===== src/fr_pkg.sv =====
// Shared definitions for the fraction reducer: data width, status codes,
// the control word format and the microcode table of the sequencer.
// No dependencies.
package fr_pkg;

    localparam int DATA_WIDTH = 32;
    localparam int CNT_W      = $clog2(DATA_WIDTH);
    localparam int STEP_W     = 4;

    localparam logic [1:0] ST_OK       = 2'd0;
    localparam logic [1:0] ST_ZERO_DEN = 2'd1;
    localparam logic [1:0] ST_MOST_NEG = 2'd2;

    typedef enum logic [3:0] {
        OP_NONE,
        OP_LOAD,
        OP_PAIR,
        OP_GSTEP,
        OP_GFIN,
        OP_DIVSTEP,
        OP_SAVEN,
        OP_SAVED,
        OP_EMIT
    } op_t;

    typedef enum logic [2:0] {
        C_NEVER,
        C_ALWAYS,
        C_NOVALID,
        C_SPECIAL,
        C_BOTHEVEN,
        C_ANZ,
        C_CNTNZ,
        C_OUTBUSY
    } cond_t;

    typedef struct packed {
        op_t               op;
        cond_t             cond;
        logic [STEP_W-1:0] target;
    } ctrl_t;

    localparam logic [STEP_W-1:0] S_IDLE  = STEP_W'(0);
    localparam logic [STEP_W-1:0] S_PAIR  = STEP_W'(2);
    localparam logic [STEP_W-1:0] S_GCD   = STEP_W'(3);
    localparam logic [STEP_W-1:0] S_DIVN  = STEP_W'(5);
    localparam logic [STEP_W-1:0] S_DIVD  = STEP_W'(7);
    localparam logic [STEP_W-1:0] S_EMIT  = STEP_W'(9);

    // The program: one control word per step. A word jumps to its target
    // when its condition holds and otherwise goes on to the next step.
    function automatic ctrl_t fr_rom(input logic [STEP_W-1:0] step);
        ctrl_t w;
        unique case (step)
            4'd0:    w = '{OP_LOAD,    C_NOVALID,  S_IDLE};
            4'd1:    w = '{OP_NONE,    C_SPECIAL,  S_EMIT};
            4'd2:    w = '{OP_PAIR,    C_BOTHEVEN, S_PAIR};
            4'd3:    w = '{OP_GSTEP,   C_ANZ,      S_GCD};
            4'd4:    w = '{OP_GFIN,    C_NEVER,    S_IDLE};
            4'd5:    w = '{OP_DIVSTEP, C_CNTNZ,    S_DIVN};
            4'd6:    w = '{OP_SAVEN,   C_NEVER,    S_IDLE};
            4'd7:    w = '{OP_DIVSTEP, C_CNTNZ,    S_DIVD};
            4'd8:    w = '{OP_SAVED,   C_NEVER,    S_IDLE};
            4'd9:    w = '{OP_EMIT,    C_OUTBUSY,  S_EMIT};
            default: w = '{OP_NONE,    C_ALWAYS,   S_IDLE};
        endcase
        return w;
    endfunction

endpackage


===== src/fr_if.sv =====
// Valid/ready channels of the fraction reducer: the fraction item in and
// the reduced fraction item out. Depends on fr_pkg.
interface fr_in_if;
    logic                                  valid;
    logic                                  ready;
    logic signed [fr_pkg::DATA_WIDTH-1:0] numerator;
    logic signed [fr_pkg::DATA_WIDTH-1:0] denominator;

    modport source (output valid, output numerator, output denominator, input ready);
    modport sink   (input valid, input numerator, input denominator, output ready);
endinterface

interface fr_out_if;
    logic                                  valid;
    logic                                  ready;
    logic signed [fr_pkg::DATA_WIDTH-1:0] reduced_numerator;
    logic signed [fr_pkg::DATA_WIDTH-1:0] reduced_denominator;
    logic        [1:0]                     status;

    modport source (output valid, output reduced_numerator, output reduced_denominator,
                    output status, input ready);
    modport sink   (input valid, input reduced_numerator, input reduced_denominator,
                    input status, output ready);
endinterface


===== src/fraction_reducer.sv =====
// Fraction reducer: a microcoded sequencer over a binary GCD and a restoring divider.
// Sequence: a zero or out-of-range operand goes from the load step straight to the emit step;
// any other is paired down by shared factors of two, run through the GCD, then divided twice.
// Flow: one item at a time; the next is taken at the load step once the result reaches the
// output register, which holds it while that item is worked on; a held result stalls.
// Reset: rst_n, asynchronous and active low, restarts the program and empties the output.
module fraction_reducer (
    input  logic      clk,
    input  logic      rst_n,
    fr_in_if.sink     req,
    fr_out_if.source  res
);

    localparam int W = fr_pkg::DATA_WIDTH;

    // Sequencer: the step counter addresses the microcode table.
    logic [fr_pkg::STEP_W-1:0] step_reg, step_next;
    fr_pkg::ctrl_t             ctrl;

    // Datapath registers.
    logic [W-1:0]             a_reg, a_next;     // GCD working operand
    logic [W-1:0]             b_reg, b_next;     // GCD working operand
    logic [W-1:0]             an_reg, an_next;   // |numerator|
    logic [W-1:0]             ad_reg, ad_next;   // |denominator|
    logic [W-1:0]             g_reg, g_next;     // the GCD once found
    logic [W-1:0]             rem_reg, rem_next; // divider remainder
    logic [W-1:0]             quo_reg, quo_next; // divider quotient / dividend
    logic [fr_pkg::CNT_W-1:0] k_reg, k_next;     // common power of two
    logic [fr_pkg::CNT_W-1:0] cnt_reg, cnt_next; // divider bit counter
    logic                     neg_reg, neg_next;
    logic                     spec_reg, spec_next;
    logic [W-1:0]             rn_reg, rn_next;
    logic [W-1:0]             rd_reg, rd_next;
    logic [1:0]               st_reg, st_next;

    // Output register, which parts the result side from the sequencer.
    logic                     ovalid_reg, ovalid_next;
    logic [W-1:0]             onum_reg, onum_next;
    logic [W-1:0]             oden_reg, oden_next;
    logic [1:0]               ost_reg, ost_next;

    logic [W-1:0] most_neg;
    logic [W-1:0] num_in, den_in;
    logic [W:0]   diff_ab;
    logic [W-1:0] diff_ba;
    logic [W:0]   trial;
    logic         out_busy;
    logic         cond_hit;

    assign ctrl     = fr_pkg::fr_rom(step_reg);
    assign most_neg = {1'b1, {(W-1){1'b0}}};
    assign num_in   = req.numerator;
    assign den_in   = req.denominator;
    assign diff_ab  = {1'b0, a_reg} - {1'b0, b_reg};
    assign diff_ba  = b_reg - a_reg;
    assign trial    = {rem_reg, quo_reg[W-1]} - {1'b0, g_reg};
    assign out_busy = ovalid_reg && !res.ready;

    // Items are taken only at the load step of the program.
    assign req.ready               = (ctrl.op == fr_pkg::OP_LOAD);
    assign res.valid               = ovalid_reg;
    assign res.reduced_numerator   = onum_reg;
    assign res.reduced_denominator = oden_reg;
    assign res.status              = ost_reg;

    // Jump condition of the current control word.
    always_comb
    begin
        unique case (ctrl.cond)
            fr_pkg::C_NEVER:    cond_hit = 1'b0;
            fr_pkg::C_ALWAYS:   cond_hit = 1'b1;
            fr_pkg::C_NOVALID:  cond_hit = !req.valid;
            fr_pkg::C_SPECIAL:  cond_hit = spec_reg;
            fr_pkg::C_BOTHEVEN: cond_hit = !a_reg[0] && !b_reg[0];
            fr_pkg::C_ANZ:      cond_hit = (a_reg != '0);
            fr_pkg::C_CNTNZ:    cond_hit = (cnt_reg != '0);
            fr_pkg::C_OUTBUSY:  cond_hit = out_busy;
            default:            cond_hit = 1'b0;
        endcase
        step_next = cond_hit ? ctrl.target : step_reg + 1'b1;
    end

    // Datapath: each control word selects one operation.
    always_comb
    begin
        a_next      = a_reg;
        b_next      = b_reg;
        an_next     = an_reg;
        ad_next     = ad_reg;
        g_next      = g_reg;
        rem_next    = rem_reg;
        quo_next    = quo_reg;
        k_next      = k_reg;
        cnt_next    = cnt_reg;
        neg_next    = neg_reg;
        spec_next   = spec_reg;
        rn_next     = rn_reg;
        rd_next     = rd_reg;
        st_next     = st_reg;
        onum_next   = onum_reg;
        oden_next   = oden_reg;
        ost_next    = ost_reg;
        ovalid_next = ovalid_reg && !res.ready;

        unique case (ctrl.op)
            fr_pkg::OP_NONE:
            begin
            end
            fr_pkg::OP_LOAD:
            begin
                // Special cases are settled here; the general case sets up the GCD.
                rn_next   = '0;
                rd_next   = '0;
                st_next   = fr_pkg::ST_OK;
                spec_next = 1'b1;
                an_next   = num_in[W-1] ? -num_in : num_in;
                ad_next   = den_in[W-1] ? -den_in : den_in;
                a_next    = num_in[W-1] ? -num_in : num_in;
                b_next    = den_in[W-1] ? -den_in : den_in;
                k_next    = '0;
                neg_next  = num_in[W-1] ^ den_in[W-1];
                priority if (den_in == '0)
                begin
                    st_next = fr_pkg::ST_ZERO_DEN;
                end
                else if (num_in == most_neg || den_in == most_neg)
                begin
                    st_next = fr_pkg::ST_MOST_NEG;
                end
                else if (num_in == '0)
                begin
                    rd_next = den_in;
                end
                else
                begin
                    spec_next = 1'b0;
                end
            end
            fr_pkg::OP_PAIR:
            begin
                // Strip the power of two that both magnitudes share.
                if (!a_reg[0] && !b_reg[0])
                begin
                    a_next = a_reg >> 1;
                    b_next = b_reg >> 1;
                    k_next = k_reg + 1'b1;
                end
            end
            fr_pkg::OP_GSTEP:
            begin
                if (a_reg != '0)
                begin
                    priority if (!a_reg[0])
                    begin
                        a_next = a_reg >> 1;
                    end
                    else if (!b_reg[0])
                    begin
                        b_next = b_reg >> 1;
                    end
                    else if (!diff_ab[W])
                    begin
                        a_next = diff_ab[W-1:0] >> 1;
                    end
                    else
                    begin
                        b_next = diff_ba >> 1;
                    end
                end
            end
            fr_pkg::OP_GFIN:
            begin
                g_next   = b_reg << k_reg;
                rem_next = '0;
                quo_next = an_reg;
                cnt_next = fr_pkg::CNT_W'(W - 1);
            end
            fr_pkg::OP_DIVSTEP:
            begin
                // One quotient bit a cycle, restoring.
                if (!trial[W])
                begin
                    rem_next = trial[W-1:0];
                    quo_next = {quo_reg[W-2:0], 1'b1};
                end
                else
                begin
                    rem_next = {rem_reg[W-2:0], quo_reg[W-1]};
                    quo_next = {quo_reg[W-2:0], 1'b0};
                end
                cnt_next = cnt_reg - 1'b1;
            end
            fr_pkg::OP_SAVEN:
            begin
                rn_next  = neg_reg ? -quo_reg : quo_reg;
                rem_next = '0;
                quo_next = ad_reg;
                cnt_next = fr_pkg::CNT_W'(W - 1);
            end
            fr_pkg::OP_SAVED:
            begin
                rd_next = quo_reg;
            end
            fr_pkg::OP_EMIT:
            begin
                if (!out_busy)
                begin
                    onum_next   = rn_reg;
                    oden_next   = rd_reg;
                    ost_next    = st_reg;
                    ovalid_next = 1'b1;
                end
            end
            default:
            begin
            end
        endcase
    end

    // Control state.
    always_ff @(posedge clk or negedge rst_n)
    begin
        if (!rst_n)
        begin
            step_reg   <= fr_pkg::S_IDLE;
            ovalid_reg <= 1'b0;
        end
        else
        begin
            step_reg   <= step_next;
            ovalid_reg <= ovalid_next;
        end
    end

    // Payload registers.
    always_ff @(posedge clk)
    begin
        a_reg    <= a_next;
        b_reg    <= b_next;
        an_reg   <= an_next;
        ad_reg   <= ad_next;
        g_reg    <= g_next;
        rem_reg  <= rem_next;
        quo_reg  <= quo_next;
        k_reg    <= k_next;
        cnt_reg  <= cnt_next;
        neg_reg  <= neg_next;
        spec_reg <= spec_next;
        rn_reg   <= rn_next;
        rd_reg   <= rd_next;
        st_reg   <= st_next;
        onum_reg <= onum_next;
        oden_reg <= oden_next;
        ost_reg  <= ost_next;
    end

endmodule


===== src/flat_wrapper.sv =====
// flat-port wrapper written by rule: the top's interface ports become plain ports
module fraction_reducer_flat 
  (clk, rst_n, req_valid, req_numerator, req_denominator, req_ready, res_valid, res_reduced_numerator, res_reduced_denominator, res_status, res_ready);
  fr_in_if req_i ();
  fr_out_if res_i ();
  input  logic clk;
  input  logic rst_n;
  input wire logic [$bits(req_i.valid)-1:0] req_valid;
  input wire logic [$bits(req_i.numerator)-1:0] req_numerator;
  input wire logic [$bits(req_i.denominator)-1:0] req_denominator;
  output wire logic [$bits(req_i.ready)-1:0] req_ready;
  output wire logic [$bits(res_i.valid)-1:0] res_valid;
  output wire logic [$bits(res_i.reduced_numerator)-1:0] res_reduced_numerator;
  output wire logic [$bits(res_i.reduced_denominator)-1:0] res_reduced_denominator;
  output wire logic [$bits(res_i.status)-1:0] res_status;
  input wire logic [$bits(res_i.ready)-1:0] res_ready;
  assign req_i.valid = req_valid;
  assign req_i.numerator = req_numerator;
  assign req_i.denominator = req_denominator;
  assign req_ready = req_i.ready;
  assign res_valid = res_i.valid;
  assign res_reduced_numerator = res_i.reduced_numerator;
  assign res_reduced_denominator = res_i.reduced_denominator;
  assign res_status = res_i.status;
  assign res_i.ready = res_ready;
  fraction_reducer u_core (.clk(clk), .rst_n(rst_n), .req(req_i), .res(res_i));
endmodule

===== config.mk =====
export PLATFORM = sky130hd
export DESIGN_NAME = fraction_reducer_flat
export DESIGN_NICKNAME = d
export VERILOG_FILES = /design/src/fr_pkg.sv /design/src/fr_if.sv /design/src/fraction_reducer.sv /design/src/flat_wrapper.sv
export SDC_FILE = /design/constraint.sdc
export NUM_CORES = 1
export LEC_CHECK = 0
export ABC_CLOCK_PERIOD_IN_PS = 13600
export BUFFER_PORTS_ARGS = -buffer_cell sky130_fd_sc_hd__buf_2
export CAP_MARGIN = 15
export CORE_ASPECT_RATIO = 0.9
export CORE_UTILIZATION = 50
export DETAILED_ROUTE_END_ITERATION = 12
export PLACE_DENSITY = 0.71
export SLEW_MARGIN = 20
export SYNTH_ARGS = -nofsm -noshare
export SYNTH_HDL_FRONTEND = slang
export SYNTH_SLANG_ARGS = --single-unit

===== constraint.sdc =====
create_clock -name clk -period 13.6 [get_ports clk]
set_input_delay 2.72 -clock clk [delete_from_list [all_inputs] [get_ports clk]]
set_output_delay 2.72 -clock clk [all_outputs]
set_load 0.05 [all_outputs]

**Yosys cells after proc, flatten, opt, wreduce, memory -nomap -nowiden**

Memories as Yosys holds them, arrays and structs flattened.
Cells that the tools add are included.

- Mux-type cells: 32
- Reductions and logical operators: 26
- Bitwise gates (word level): 2
- Add/subtract/negate cells: 9
- Shift-type cells: 1
- Equality and inequality tests: 23

Operators by type and width:

| kind | number |
|---|---|
| 2-to-1 mux 32 bit | 17 |
| case mux 32 bit (3 select lines) | 3 |
| case mux 32 bit (2 select lines) | 3 |
| negation 32 bit | 3 |
| == test 32 bit, second input constant | 2 |
| zero test 32 bit | 2 |
| subtractor 32 x 32 -> 33 bit | 1 |
| subtractor 33 x 32 -> 33 bit | 1 |
| nonzero test 32 bit | 1 |
| << shifter 32 x 5 -> 32 bit | 1 |
| subtractor 32 bit | 1 |
| case mux 5 bit (2 select lines) | 2 |
| == test 4 x 3 -> 1 bit, second input constant | 4 |
| == test 3 bit, second input constant | 4 |
| AND reduction 5 bit | 2 |
| inequality test 3 bit, second input constant | 3 |
| == test 4 x 2 -> 1 bit, second input constant | 2 |
| case mux 1 bit (8 select lines) | 1 |
| nonzero test 2 bit | 4 |
| == test 3 x 2 -> 1 bit, second input constant | 2 |
| inequality test 2 x 1 -> 1 bit, second input constant | 3 |
| nonzero test 3 bit | 2 |
| adder 5 x 1 -> 5 bit, second input constant | 1 |
| 2-to-1 mux 5 bit | 1 |
| 19 further kinds | 27 |

- Input port bits: 68
- Word-level logic and storage cells: 115
- Memories kept: 1
- Output and inout bits: 68
- Register bits after elaboration: 373
- Bits in read-only memories: 176

Memories:

| name | depth | width | read ports | clocked after Yosys merged registers in | wr ports | line | source |
|---|---|---|---|---|---|---|---|
| (no name shown) | 16 | 11 | 1 | 0 | 0 | fr_pkg.sv:54 | `unique case (step)` |

**Longest topological paths before layout**

- Depth in word-level cells: 6
- Mapped depth: 13

**Worst setup path before layout**

OpenSTA, ideal clock, no wires.

- Kind: input port to flip-flop
- Start point: input res_ready
- End point: register u_core.oden_reg[0], in the netlist u_core.res.reduced_denominator[0], enable pin
- Buffers on the path: 0
- Stages: 2
- Setup slack: 5.777 ns
- Arrival: 7.252 ns
- Setup time: 0.571 ns
- Cells stage by stage: nor2b_1 nor3_1

- Longest elaborated chain between the ends: 4

Ends and longest elaborated chain:

| item | line | source |
|---|---|---|
| from (decl) | flat_wrapper.sv:16 | `input wire logic [$bits(res_i.ready)-1:0] res_ready;` |
| zero test 1 bit | fraction_reducer.sv:57 | `assign out_busy = ovalid_reg && !res.ready;` |
| logical AND 1 bit | fraction_reducer.sv:57 |  |
| inverter 1 bit (no source line) | -- |  |
| AND reduction 2 bit (no source line) | -- |  |
| to (signal assigned) | fraction_reducer.sv:253 | `oden_reg <= oden_next;` |
| to (decl) | fraction_reducer.sv:39 | `logic [W-1:0] oden_reg, oden_next;` |

No other way between the ends.
A chain may end at the register's enable or synchronous reset.

**Final worst setup path**

- Start point: register u_core.step_reg[0] (netlist name)
- End point: output req_ready

- Longest elaborated chain between the ends: 2

Ends and longest elaborated chain:

| item | line | source |
|---|---|---|
| from (decl) | fraction_reducer.sv:17 | `logic [fr_pkg::STEP_W-1:0] step_reg, step_next;` |
| from (signal assigned) | fraction_reducer.sv:225 | `step_reg <= fr_pkg::S_IDLE;` |
| from (signal assigned) | fraction_reducer.sv:230 | `step_reg <= step_next;` |
| memory read (16 x 11 bit) | -- |  |
| == test 4 x 1 -> 1 bit | fraction_reducer.sv:60 | `assign req.ready = (ctrl.op == fr_pkg::OP_LOAD);` |
| to (decl) | flat_wrapper.sv:11 | `output wire logic [$bits(req_i.ready)-1:0] req_ready;` |

No other way between the ends.

==> key figures <==
Layout
  • Multi-input logic area: 11000 sq um
  • Final Util: 56.8%
  • Share of layout cells above drive strength 1: 12.0%
  • Area growth from synthesis to layout: 12.1%
  • Commonest non-fill, non-tap cell in the layout: edfxtp_1
  • Register area: 11200 sq um
  • Highest-count cells in the layout ignoring fill and taps: 368 x edfxtp_1, 221 x nand2_1, 152 x o21ai_0
  • Fin nets: 2490
  • Fillcell total: 3810

Clock tree
  • Clk sink count: 373
  • Clock Tree Buf Depth: 3
  • Worst-skew pair later-pin latency: 580 ps
  • PostCTS Resize Cnt: 0
  • H-tree Lvls: 2
  • Root cell of the clock tree: clkbuf_16
  • Clock transition at path regs: 60 ps
  • CTS Hold Buffers Added: 0
  • CTS buffer count: 41
  • Number of setup buffers added after CTS: 0
  • CTS tree: yes

Timing
  • Hold Fails Final Rpt: 0
  • Setup repair after global routing missed its margin: no
  • Setup ws final: 7710 ps
  • Hold WS: 420 ps
  • Slew Limit Fails: 0
  • Max-slew headroom: 23.9%
  • Measured slew at the worst slew-check pin: 1140 ps
  • Setup total negative slack: 0 ps
  • Final worst path period share: 43.3%
  • Setup violations, final: 0
  • Fin crit period: 5890 ps
  • Skew final: 43.4 ps
  • FMAX: 170 MHz

Placed design
  • Dpl ws: 7590 ps
  • HPWL Detailed: 48.9 mm
  • Gp weighted congestion: 0.989
  • # port buffers: 135

Die
  • Boundary Pins: 136
  • Die ar.: 46900 sq um
  • # rows: 74
  • Core area: 45500 sq um
  • Die Wd: 228 um
  • Chip height: 206 um
  • Initial Utilization: 50.7%

Route
  • WL/cell: 22.2 um
  • 1st-iter DRT viols: 2483
  • First-pass DRT Iterations: 6
  • Vias: 18300
  • DRT Wirelength: 65.7 mm
  • Antenna-violating nets left: 0
  • Via-to-Cell Ratio: 6.19
  • Detailed-route DRC error count: 0

Hold path
  • Hold Crit Start: u_core.rn_reg[30]
  • Worst Hold Class: flop to flop

Synth
  • Synthesized instance count: 2236
  • Top_reg_cell synth: edfxtp_1
  • Register area share after synthesis: 48.5%
  • Seq cells post-synth: 373
  • Dominant cells by area after synthesis: edfxtp_1 48%, ha_1 5.6%, xnor2_1 4.4%
  • Yosys cell types: 68
  • Post-synth EDFFs: 368
  • Synth Cell Area: 23000 sq um
  • Post-synth top area cell: edfxtp_1
  • Syn_nets: 2410
  • Synth Warn #: 0
  • Synth Area per Inst: 10.3 sq um
  • Post-synth top area share: 48.0%
  • Post-synthesis async set-or-reset flop share: 1.34%

Pwr
  • Leakage: 0.0102 uW
  • Cell area power density: 286 nW/um^2
  • Max VDD drop: 0.000205 V

Worst setup path
  • Critical-path cell list: inv_1 > ha_1 > nor2_1 > nand2_1 > inv_2 > buf_2
  • Data arrival, critical path: 3170 ps
  • CP Max Fanout: 26
  • Kind of cell adding the most delay to the critical path: buffers and inverters
  • CP Capture Type: primary output
  • Largest stage delay on the critical path: 650 ps
  • CP Launch Type: flop
  • Worst reg2reg startpoint: u_core.step_reg[0]
  • Buf+Inv Stages, Crit Path: 3
  • Worst Setup SP: u_core.step_reg[0]
  • Critical path data required time: 10880 ps
  • CP max stage cell: dfrtp_1
  • Setup CP Type: flop to primary output

GRT
  • Vias in the first global route: 16800
  • Total track usage: 27.7%
  • Initial antenna violation count: 1
  • First-pass GRT wire length: 99.8 mm
  • Pin count of the biggest net entering global routing: 68
  • Remaining global-route overflow: 0

Job
  • Max-cap violation count: 0

Outcome
  • Outcome: finished, final reports clean
[area by class of cell]
type                    count  share of cell area (%)
repair buffers            160                    3.42
inverters                 145                    2.11
clock buffers              46                    4.21
diodes                      1                 0.00969
multi-input cells        1595                    42.4
flip-flops and latches    373                    43.3
well taps                 608                    2.95
clock inverters            30                    1.61
[power breakdown]
part / leakage, uW / switching, uW / internal (uW) / total (uW)
sequential: 0.00350 / 348 / 1940 / 2280
clock: 0.000714 / 496 / 738 / 1230
combinational: 0.00598 / 2520 / 1350 / 3870
[cells in the mapped netlist, drive strengths merged (10+ instances only)]
library cell and instances:
a21o 66, edfxtp 368, xor2 58, nor2b 18
a21oi 126, nand2b 26, a22oi 91, nor4 16
mux2i 59, inv 143, or3 14, a22o 33
nand3 24, nor3 27, xnor2 116, ha 103
mux4 12, and3 10, o21a 11, o22ai 16
a31oi 18, o31ai 33, o211ai 14, o21ai 154
or4 22, o41ai 12, clkbuf 115, nor2 151
nand4 21, a211oi 24, nand2 222, o21bai 17
[cell families after synthesis]
kind of cell | after synthesis | synth area share [%]
fa+ha+maj | 106 | 5.85
xor+xnor | 174 | 6.61
mux | 77 | 4.03
compound gates | 657 | 18.8
buf+inv | 268 | 4.37
flops | 373 | 48.5
simple gates | 581 | 11.8
[layer usage]
layer,routed length [um],GRT usage (%),vias up
li1,-,-,8438
met1,29500,42.3,8807
met2,27200,39.0,973
met3,7020,5.38,103
met4,1970,8.75,0
met5,0,0,-
[final timing paths]
check | depth (start not counted) | end | slack (ps)
worst min register to register | 0 | u_core.res.reduced_numerator[30] | 420
min in group asynchronous | 1 | u_core.step_reg[3] | 1990
worst max-delay path | 6 | req_ready | 7710
worst min-delay path | 0 | u_core.res.reduced_numerator[30] | 420
max in group asynchronous | 1 | u_core.res.valid | 11480
worst max register to register | 9 | u_core.a_reg[6] | 8740
[stage by stage]
step / cell area, sq um / power (uW) / instances
2_1_floorplan: 23000 / 4900 / 2236
3_3_place_gp: 24300 / 6000 / 2880
3_5_place_dp: 24300 / 6030 / 2880
4_1_cts: 25800 / 7280 / 2956
5_1_grt: 25800 / 7790 / 2958
6_report: 25800 / 7390 / 2958
Note: power is estimated with default switching activity, not from simulation.
